==> config.mk <==
export PLATFORM = sky130hd
export DESIGN_NAME = dq_cell
export DESIGN_NICKNAME = d
export VERILOG_FILES = /design/src/double_ended_queue_macros.svh /design/src/dq_pkg.sv /design/src/dq_cell.sv
export SDC_FILE = /design/constraint.sdc
export NUM_CORES = 1
export LEC_CHECK = 0
export BUFFER_PORTS_ARGS = -buffer_cell sky130_fd_sc_hd__clkbuf_2
export CAP_MARGIN = 40
export CORE_ASPECT_RATIO = 0.5
export CORE_MARGIN = 8
export CORE_UTILIZATION = 40
export DETAILED_ROUTE_END_ITERATION = 10
export PLACE_DENSITY = 0.8
export SLEW_MARGIN = 20
export SYNTH_ARGS = -nofsm -noshare
export SYNTH_HDL_FRONTEND = slang
export SYNTH_SLANG_ARGS = --single-unit
==> constraint.sdc <==
create_clock -name clk -period 6.2 [get_ports clk]
set_input_delay 0.31 -clock clk [delete_from_list [all_inputs] [get_ports clk]]
set_output_delay 0.31 -clock clk [all_outputs]
set_load 0.1 [all_outputs]
==> src/double_ended_queue_macros.svh <==
// Assertion macros shared by the deque RTL.
// Each macro samples on the rising edge of clk and is disabled while rst_n is low.
`ifndef DOUBLE_ENDED_QUEUE_MACROS_SVH
`define DOUBLE_ENDED_QUEUE_MACROS_SVH

// Plain property checked at every clock edge.
`define DQ_ASSERT(lbl, prop, msg) \
  lbl: assert property (@(posedge clk) disable iff (!rst_n) (prop)) else $error(msg);

// Condition in one cycle implies a consequence in the next cycle.
`define DQ_ASSERT_NEXT(lbl, ante, cons, msg) \
  lbl: assert property (@(posedge clk) disable iff (!rst_n) (ante) |=> (cons)) \
    else $error(msg);

`endif

==> src/dq_pkg.sv <==
package dq_pkg;

  localparam int DEPTH     = 64;
  localparam int KEY_WIDTH = 32;

  // Widths fixed by the channel payloads.
  localparam int CMD_W     = 3;
  localparam int KEY_OUT_W = 32;
  localparam int STATUS_W  = 2;
  localparam int COUNT_W   = 7;

  // Width of the kept count, which must hold DEPTH itself.
  localparam int CNT_W = $clog2(DEPTH + 1);

  typedef enum logic [CMD_W-1:0] {
    CMD_PUSH_FRONT = 3'd0,
    CMD_PUSH_BACK  = 3'd1,
    CMD_POP_FRONT  = 3'd2,
    CMD_POP_BACK   = 3'd3,
    CMD_CLEAR      = 3'd4
  } cmd_t;

  typedef enum logic [STATUS_W-1:0] {
    STATUS_DONE  = 2'd0,
    STATUS_EMPTY = 2'd1,
    STATUS_FULL  = 2'd2
  } status_t;

  localparam logic [KEY_OUT_W-1:0] KEY_EMPTY = '1;

  // Per-cycle operation broadcast to every cell. At most one bit is set.
  typedef struct packed {
    logic push_front;
    logic push_back;
    logic pop_front;
    logic pop_back;
    logic clear;
  } cell_ctrl_t;

endpackage

==> src/dq_cell.sv <==
module dq_cell (
  input  logic                         clk,
  input  logic                         rst_n,
  input  dq_pkg::cell_ctrl_t           ctrl,
  input  logic [dq_pkg::KEY_WIDTH-1:0] push_key,
  input  logic [dq_pkg::KEY_WIDTH-1:0] left_key,
  input  logic                         left_valid,
  input  logic [dq_pkg::KEY_WIDTH-1:0] right_key,
  input  logic                         right_valid,
  output logic [dq_pkg::KEY_WIDTH-1:0] key_o,
  output logic                         valid_o
);
  import dq_pkg::*;

  logic [KEY_WIDTH-1:0] key_r;
  logic [KEY_WIDTH-1:0] key_nxt;
  logic                 valid_r;
  logic                 valid_nxt;

  // A push at the front shifts the row toward the rear, a pop at the front
  // shifts it toward the front. Back operations touch only the boundary cell.
  always_comb begin
    key_nxt   = key_r;
    valid_nxt = valid_r;
    if (ctrl.clear) begin
      valid_nxt = 1'b0;
    end else if (ctrl.push_front) begin
      key_nxt   = left_key;
      valid_nxt = left_valid;
    end else if (ctrl.push_back && !valid_r && left_valid) begin
      key_nxt   = push_key;
      valid_nxt = 1'b1;
    end else if (ctrl.pop_front) begin
      key_nxt   = right_key;
      valid_nxt = right_valid;
    end else if (ctrl.pop_back && valid_r && !right_valid) begin
      valid_nxt = 1'b0;
    end
  end

  always_ff @(posedge clk) begin
    if (!rst_n) begin
      valid_r <= 1'b0;
    end else begin
      valid_r <= valid_nxt;
    end
  end

  always_ff @(posedge clk) begin
    key_r <= key_nxt;
  end

  assign key_o   = key_r;
  assign valid_o = valid_r;

endmodule
==> flow_summary_export.csv, run 1 <==
group,metric,value,unit
cts,h-tree-depth,2,
floorplan,start_util,40.5,%
layout,nFillCells,395,
routing,drc,0,
timing,maxSlewViolCount,0,
cts,root_buffer,"clkbuf_8",
power,clockPowerShare,23.1,%
routing,routed-wl-met2,2.63,mm
timing,fin_skew,0.0103,ns
yosys,synth_top_area_cell,"edfxtp_1",
setup_path,worstPathArrival,1.94,ns
place,place_area,2450,sq um
yosys,yosysSeqAreaShare,56.7,%
setup_path,startpoint_type,"primary input",
yosys,synth_top_area_share,55.5,%
routing,top_layer,"met4",
floorplan,core.rowCount,17,
setup_path,worstSetupEndpointType,"flip-flop",
routing,firstDrtPassIters,4,
yosys,syn_area,1730,sq um
setup_path,worst_ep_required_time,6.22,ns
power,seq_power_share,41.8,%
power,switching_share,37.9,%
routing,routed_wl,5.73,mm
cts,clock_path_buffers,2,
layout,syn_to_final_growth,46.3,%
timing,hold_violations,0,
setup_path,setup.worst_path.class,"in -> reg",
cts,cts.sinks,33,
floorplan,die_y,62.5,um
timing,fmax,522,MHz
power,p_int,402,uW
cts,clk_pin_slew_worst_paths,0.06,ns
layout,layout-drive-gt1-share,53.5,%
timing,maxSlewHeadroom,45.5,%
routing,routed_via_density,5.06,
yosys,ys_types,17,
timing,period_share,30.9,%
global_route,grt_max_degree,36,
yosys,yosys-top-cells-count,"32 x edfxtp_1, 32 x nand2_1, 31 x a2bb2oi_1, 30 x a21oi_1, 9 x buf_2",
floorplan,io_pins,138,
yosys,synth_fp_nets,258,
place,port_buffers,137,
cts,holdBufCountCts,0,
yosys,yosys_register_bits,33,
power,p_leak,0.00125,uW
cts,cts_resized,0,
routing,met3_length,805,um
global_route,grt_overflow,0,
power,vdd_drop_max,138,uV
worst_hold_path,hold_path.class,"in -> reg",
cts,cts-buffers-inserted,5,
power,switchingPower,245,uW
timing,period_needed,1.92,ns
cts,clkLatencyLatePin,0.28,ns
timing,final-setup-viol-count,0,
place,hpwl,4.53,mm
cts,cts_tree,"yes",
yosys,yosys_warnings,0,
timing,rsz0062_at_grt,"false",
global_route,grt_pass1_wl,9.27,mm
layout,diodes,0,
cts,cts_setup_buffers,0,
power,combPwrFrac,35.1,%
yosys,syn_inst,153,
floorplan,die_w,109,um
outcome,status,"finished, final reports clean",
routing,drt_iter0_drc,65,
yosys,synth_edf_count,32,
timing,tightest_slew,0.818,ns
routing,drtAntennaViolNets,0,
power,fin_total_pwr,647,uW
global_route,grt_antenna_before_repair,0,
flow_run,cap_viol_max_count,0,
layout,final_nets,392,
floorplan,core_region_area,4280,sq um
global_route,track_usage,16.8,%
yosys,synthTopCellsByArea,"edfxtp_1 56%, a2bb2oi_1 16%, a21oi_1 8.7%",
routing,wl_met1,2.27,mm
place,gp_congestion,0.753,
power,power_per_cell_area,256,nW/um^2
timing,setup_tns,0,ns
layout,design_area,2530,sq um
setup_path,crit_fanout,35,
yosys,yosys_most_used_dff,"edfxtp_1",
yosys,synthArstFlopShare,0,%
floorplan,die-area,6810,sq um
yosys,syn_avg_cell_area,11.3,sq um
routing,wl_per_cell,16.6,um
routing,vias,1745,
global_route,grt_pass1_vias,2013,
==> critical path, cell delays in order <==
cell and delay (ns):
clkbuf_2 0.61, inv_1 0.55, buf_8 0.30, a2bb2oi_2 0.16
==> through the flow <==
step	hold slack, ns	utilization, %	setup slack, ns	cells
2_1_floorplan	0.439	-	2.95	153
3_3_place_gp	0.531	56.3	3.86	335
3_5_place_dp	0.558	57.3	3.99	337
4_1_cts	0.264	59.2	4.28	345
5_1_grt	0.268	59.2	4.16	345
6_report	0.269	59.2	4.28	345
==> layout by cell type (no fill, tap or decap) <==
cell       instances
clkbuf_2         137
a2bb2oi_2          1
nor2_1             2
inv_1              1
clkinv_1           2
and3b_1            1
a21oi_1           29
dfxtp_1            1
buf_16             1
o221ai_1           1
nand2_1           32
a2bb2oi_1         31
edfxtp_1          32
nand3b_1           1
buf_8              1
a21oi_4            1
nand2b_1           1
a21oi_2            5
clkinv_2           1
clkbuf_8           5
buf_4              2
==> flip-flops by register name, indices dropped and copies added (netlist names) <==
register,count
valid_o,1
key_o,32
==> per-layer routing <==
metal | global-route usage [%] | up-vias
met5 | 0 | -
met2 | 27.7 | 85
met3 | 9.16 | 2
li1 | - | 850
met1 | 18.6 | 808
met4 | 3.55 | 0
==> path summary, 6_finish.rpt <==
path           start  slack, ns         to  depth (start not counted)
min            rst_n       0.27    valid_o                          3
max reg2reg  valid_o       4.51  key_o[13]                          4
min reg2reg  valid_o       0.64    valid_o                          2
max          ctrl[4]       4.28  key_o[20]                          4
==> cell type report <==
cell class | count | area, sq um | share of cell area, %
sequential | 33 | 981 | 38.8
timing repair buffer | 141 | 743 | 29.4
inverter | 1 | 3.75 | 0.148
multi-input combinational | 105 | 651 | 25.7
clock inverter | 3 | 12.5 | 0.494
tap | 57 | 71.3 | 2.82
clock buffer | 5 | 68.8 | 2.72
==> kinds of logic after synthesis <==
group | share of synthesized area, %
AO/OA/AOI/OAI | 28.3
AND/OR/NAND/NOR | 8.68
flip-flops | 56.7
buffers and inverters | 6.36
==> power by group through the flow <==
| stage | Combinational, uW | Sequential, uW | Clock [uW] |
|---|---|---|---|
| 2_1_floorplan | 53.1 | 392 | 0 |
| 3_3_place_gp | 222 | 275 | 0 |
| 3_5_place_dp | 228 | 276 | 0 |
| 6_report | 227 | 271 | 149 |
| 4_1_cts | 229 | 271 | 155 |
| 5_1_grt | 241 | 272 | 164 |
Power figures use the tool's default switching activity.
==> run 2, diff against run 1 <==
--- a/config.mk
+++ b/config.mk
@@ -9,9 +9,9 @@
 export CAP_MARGIN = 40
 export CORE_ASPECT_RATIO = 0.5
 export CORE_MARGIN = 8
-export CORE_UTILIZATION = 40
+export CORE_UTILIZATION = 35
 export DETAILED_ROUTE_END_ITERATION = 10
-export PLACE_DENSITY = 0.8
+export PLACE_DENSITY = 0.74
 export SLEW_MARGIN = 20
 export SYNTH_ARGS = -nofsm -noshare
 export SYNTH_HDL_FRONTEND = slang
==> constraint.sdc (replaced) <==
create_clock -name clk -period 1.6 [get_ports clk]
set_input_delay 0.08 -clock clk [delete_from_list [all_inputs] [get_ports clk]]
set_output_delay 0.08 -clock clk [all_outputs]
set_load 0.1 [all_outputs]
==> flow_summary_export.csv, run 2 (synthesis results as in run 1) <==
group,metric,value,unit
timing,final-setup-viol-count,0,
routing,routed-wl-met2,3.49,mm
timing,rsz0062_at_grt,"false",
cts,h-tree-depth,2,
setup_path,startpoint_type,"flip-flop",
place,hpwl,4.92,mm
setup_path,worst_ep_required_time,1.56,ns
floorplan,start_util,35.7,%
flow_run,cap_viol_max_count,0,
global_route,grt_pass1_vias,1899,
global_route,grt_overflow,0,
setup_path,cp_cell_sequence,"nand3b_1 -> a21oi_4 -> buf_4",
global_route,grt_pass1_wl,8.89,mm
setup_path,crit_buf_inv,1,
routing,met3_length,208,um
layout,design_area,2560,sq um
global_route,grt_antenna_before_repair,0,
cts,cts.sinks,33,
cts,cts_setup_buffers,0,
global_route,track_usage,15.1,%
floorplan,core.rowCount,18,
place,gp_congestion,0.827,
setup_path,worstSetupEndpointType,"flip-flop",
power,vdd_drop_max,336,uV
cts,clk_pin_slew_worst_paths,0.06,ns
cts,cts_resized,0,
worst_hold_path,hold_path.class,"in -> reg",
floorplan,die-area,7590,sq um
outcome,status,"finished, final reports clean",
routing,drt_iter0_drc,90,
timing,setup_tns,0,ns
cts,root_buffer,"clkbuf_8",
layout,final_nets,397,
floorplan,core_region_area,4840,sq um
timing,fmax,738,MHz
routing,vias,1774,
routing,wl_per_cell,16.6,um
timing,tightest_slew,0.561,ns
setup_path,cp_top_family,"flip-flops",
timing,period_share,84.7,%
power,p_leak,0.00126,uW
layout,largest_reg_flops,32,
timing,maxSlewViolCount,0,
timing,hold_violations,0,
timing,period_needed,1.35,ns
floorplan,die_w,115,um
place,place_ws,0.245,ns
routing,firstDrtPassIters,4,
cts,cts_tree,"yes",
routing,routed_via_density,4.89,
layout,final_common_cell,"clkbuf_2",
cts,clock_path_buffers,2,
routing,top_layer,"met4",
routing,drc,0,
setup_path,crit_fanout,19,
timing,worst_slack,0.245,ns
floorplan,die_y,65.7,um
setup_path,max_stage_delay,0.35,ns
cts,cts-buffers-inserted,5,
layout,final_cell_mix,"137 x clkbuf_2, 32 x nand2_1, 32 x edfxtp_1",
routing,wl_met1,2.20,mm
timing,maxSlewHeadroom,62.7,%
timing,fin_skew,0.00522,ns
layout,layout-drive-gt1-share,54.3,%
setup_path,worstPathArrival,1.32,ns
power,power_per_cell_area,986,nW/um^2
routing,drtAntennaViolNets,0,
layout,diodes,0,
setup_path,setup.worst_path.class,"reg -> reg",
setup_path,r2r_setup_slack,0.25,ns
routing,routed_wl,6.01,mm
layout,fin_util,52.9,%
global_route,grt_max_degree,33,
cts,holdBufCountCts,0,
setup_path,cp_slowest_cell,"dfxtp_4",
layout,syn_to_final_growth,47.9,%
cts,clkLatencyLatePin,0.28,ns
place,place_area,2480,sq um
floorplan,io_pins,138,
place,port_buffers,137,
[run 2: cell types whose count changed in the layout (fill, tap and decap cells not counted)]
| cell | previous run | this run |
|---|---|---|
| buf_16 | 1 | 0 |
| buf_4 | 2 | 9 |
| buf_8 | 1 | 0 |
| clkbuf_1 | 0 | 3 |
| clkinv_1 | 2 | 0 |
| clkinv_2 | 1 | 0 |
| dfxtp_1 | 1 | 0 |
| dfxtp_4 | 0 | 1 |
[run 2: tightest hold or removal path, cell delays in order]
cell and delay (ns):
clkbuf_2 0.08, nand2b_1 0.07, a21oi_1 0.04
[run 2: final cells by class]
| type | instances | area [sq um] |
|---|---|---|
| Fill cell | 445 | 2280 |
| Sequential cell | 33 | 985 |
| Timing Repair Buffer | 146 | 753 |
| Multi-Input combinational cell | 105 | 651 |
| Tap cell | 70 | 87.6 |
| Clock buffer | 8 | 80.1 |
| Inverter | 1 | 3.75 |
[run 2: worst paths after layout]
path         cells past startpoint    start        end
min                              3    rst_n    valid_o
max                              3  valid_o  key_o[25]
min reg2reg                      2  valid_o    valid_o
max reg2reg                      3  valid_o  key_o[25]
[run 2: layer usage]
| metal | GRT usage (%) | vias up |
|---|---|---|
| li1 | - | 858 |
| met1 | 14.8 | 849 |
| met2 | 29.8 | 56 |
| met3 | 3.20 | 11 |
| met4 | 7.62 | 0 |
| met5 | 0 | - |
[run 2: per-stage QoR]
stage | instances | hold slack [ns] | total power (uW)
2_1_floorplan | 153 | 0.199 | 1730
3_3_place_gp | 355 | 0.290 | 1930
3_5_place_dp | 355 | 0.318 | 1950
4_1_cts | 363 | 0.0210 | 2540
5_1_grt | 363 | 0.0257 | 2630
6_report | 363 | 0.0239 | 2520
[run 2: power by group]
group	internal [uW]	leakage [uW]	switching, uW
clock	309	0.0000395	286
combinational	233	0.000907	650
sequential	1030	0.000314	16.9
==> run 3, diff against run 2 <==
==> constraint.sdc (replaced) <==
create_clock -name clk -period 1.2 [get_ports clk]
set_input_delay 0.06 -clock clk [delete_from_list [all_inputs] [get_ports clk]]
set_output_delay 0.06 -clock clk [all_outputs]
set_load 0.1 [all_outputs]
==> flow_summary_export.csv, run 3 (synthesis results as in run 1) <==
group,metric,value,unit
outcome,status,"finished, violations left",
outcome,violations,"setup timing",
floorplan,core.rowCount,18,
global_route,grt_max_degree,23,
place,gp_congestion,0.761,
floorplan,die_y,65.7,um
power,p_leak,0.00135,uW
global_route,grt_pass1_wl,9.42,mm
place,port_buffers,137,
routing,routed_via_density,4.89,
routing,wl_per_cell,16.7,um
cts,h-tree-depth,2,
timing,fmax,773,MHz
global_route,grt_pass1_vias,2014,
power,power_per_cell_area,1210,nW/um^2
setup_path,worst_ep_required_time,1.19,ns
floorplan,die_w,115,um
flow_run,cap_viol_max_count,0,
timing,worst_slack,-0.0944,ns
layout,final_nets,403,
setup_path,worstSetupEndpointType,"flip-flop",
layout,fin_util,60.4,%
floorplan,die-area,7590,sq um
setup_path,setup.worst_path.class,"reg -> reg",
floorplan,start_util,35.7,%
timing,hold_violations,0,
cts,clock_path_buffers,2,
setup_path,r2r_setup_slack,-0.09,ns
power,vdd_drop_max,587,uV
global_route,grt_overflow,0,
place,place_ws,-0.125,ns
layout,syn_to_final_growth,68.9,%
timing,period_share,108,%
setup_path,crit_fanout,18,
timing,period_needed,1.29,ns
timing,tightest_slew,0.356,ns
floorplan,io_pins,138,
layout,diodes,0,
layout,final_cell_mix,"104 x clkbuf_2, 39 x buf_4, 32 x edfxtp_1",
worst_hold_path,hold_depth,3,
cts,cts_tree,"yes",
setup_path,startpoint_type,"flip-flop",
routing,vias,1804,
routing,firstDrtPassIters,4,
setup_path,worstPathArrival,1.29,ns
timing,rsz0062_at_grt,"true",
timing,final-setup-viol-count,64,
power,fin_total_pwr,3530,uW
worst_hold_path,hold_path.class,"in -> reg",
floorplan,core_region_area,4840,sq um
cts,clk_pin_slew_worst_paths,0.06,ns
cts,root_buffer,"clkbuf_8",
routing,drt_iter0_drc,72,
global_route,grt_antenna_before_repair,0,
global_route,track_usage,15.8,%
timing,maxSlewViolCount,0,
cts,cts.sinks,33,
layout,layout-drive-gt1-share,68.9,%
cts,cts-buffers-inserted,5,
timing,maxSlewHeadroom,76.2,%
setup_path,worst_r2r_path_depth,3,
place,hpwl,4.89,mm
routing,routed_wl,6.15,mm
routing,drtAntennaViolNets,0,
layout,largest_reg_flops,32,
timing,fin_skew,0.00147,ns
routing,drc,0,
layout,final_common_cell,"clkbuf_2",
cts,clkLatencyLatePin,0.28,ns
[run 3: cell types whose count changed in the layout (fill, tap and decap cells not counted), moves of 2 or more]
| cell | previous run | this run |
|---|---|---|
| a21oi_1 | 29 | 4 |
| a21oi_2 | 5 | 30 |
| a2bb2oi_1 | 31 | 25 |
| a2bb2oi_2 | 1 | 7 |
| buf_12 | 0 | 5 |
| buf_4 | 9 | 39 |
| buf_6 | 0 | 2 |
| clkbuf_1 | 3 | 1 |
| clkbuf_2 | 137 | 104 |
| clkinv_2 | 0 | 2 |
| nand2_1 | 32 | 24 |
| nand2_2 | 0 | 8 |
[run 3: cell type report]
class                      instances  area, sq um
inverter                           1         3.75
multi-input combinational        105          803
timing repair buffer             152          961
fill                             402         1920
sequential                        33          985
clock inverter                     2         10.0
tap                               70         87.6
clock buffer                       6         72.6
[run 3: worst max-delay path, stage by stage (launching register included)]
cell and delay [ns]:
dfxtp_4 0.34, nand3b_1 0.23, a21oi_4 0.24, buf_12 0.19
[run 3: per-layer routing]
metal	track usage (%)	share of wire, %
met1	15.1	34
met2	32.2	59
met3	3.20	4.3
met4	7.62	3.2
met5	0	0
[run 3: worst paths after layout]
check	from	to
setup / recovery	valid_o	key_o[7]
hold / removal	ctrl[0]	valid_o
setup reg to reg	valid_o	key_o[7]
hold reg to reg	valid_o	valid_o
[run 3: power breakdown]
| group | internal, uW | switching [uW] | leakage (uW) |
|---|---|---|---|
| sequential | 1370 | 22.0 | 0.000314 |
| clock | 401 | 380 | 0.0000450 |
| combinational | 431 | 919 | 0.000993 |
| total | 2210 | 1320 | 0.00135 |
[run 3: repair_timing]
action	in CTS	in global routing
buffers inserted	1	0
gates cloned	1	0
pin swaps	1	0
endpoints found under the hold margin	1	0
setup endpoints to repair	58	64
gates resized for setup	7	15
hold buffers	1	0
[run 3: through the flow]
step                setup TNS (ns)  instances  cell area, sq um  hold slack [ns]
finish                       -4.96        369              2920           0.0753
global route                 -9.34        369              2920           0.0877
CTS                          -3.83        369              2860           0.0689
detailed placement           -4.67        358              2730            0.288
global placement             -2.58        358              2730            0.269
floorplan                   -28.82        153              1850            0.179
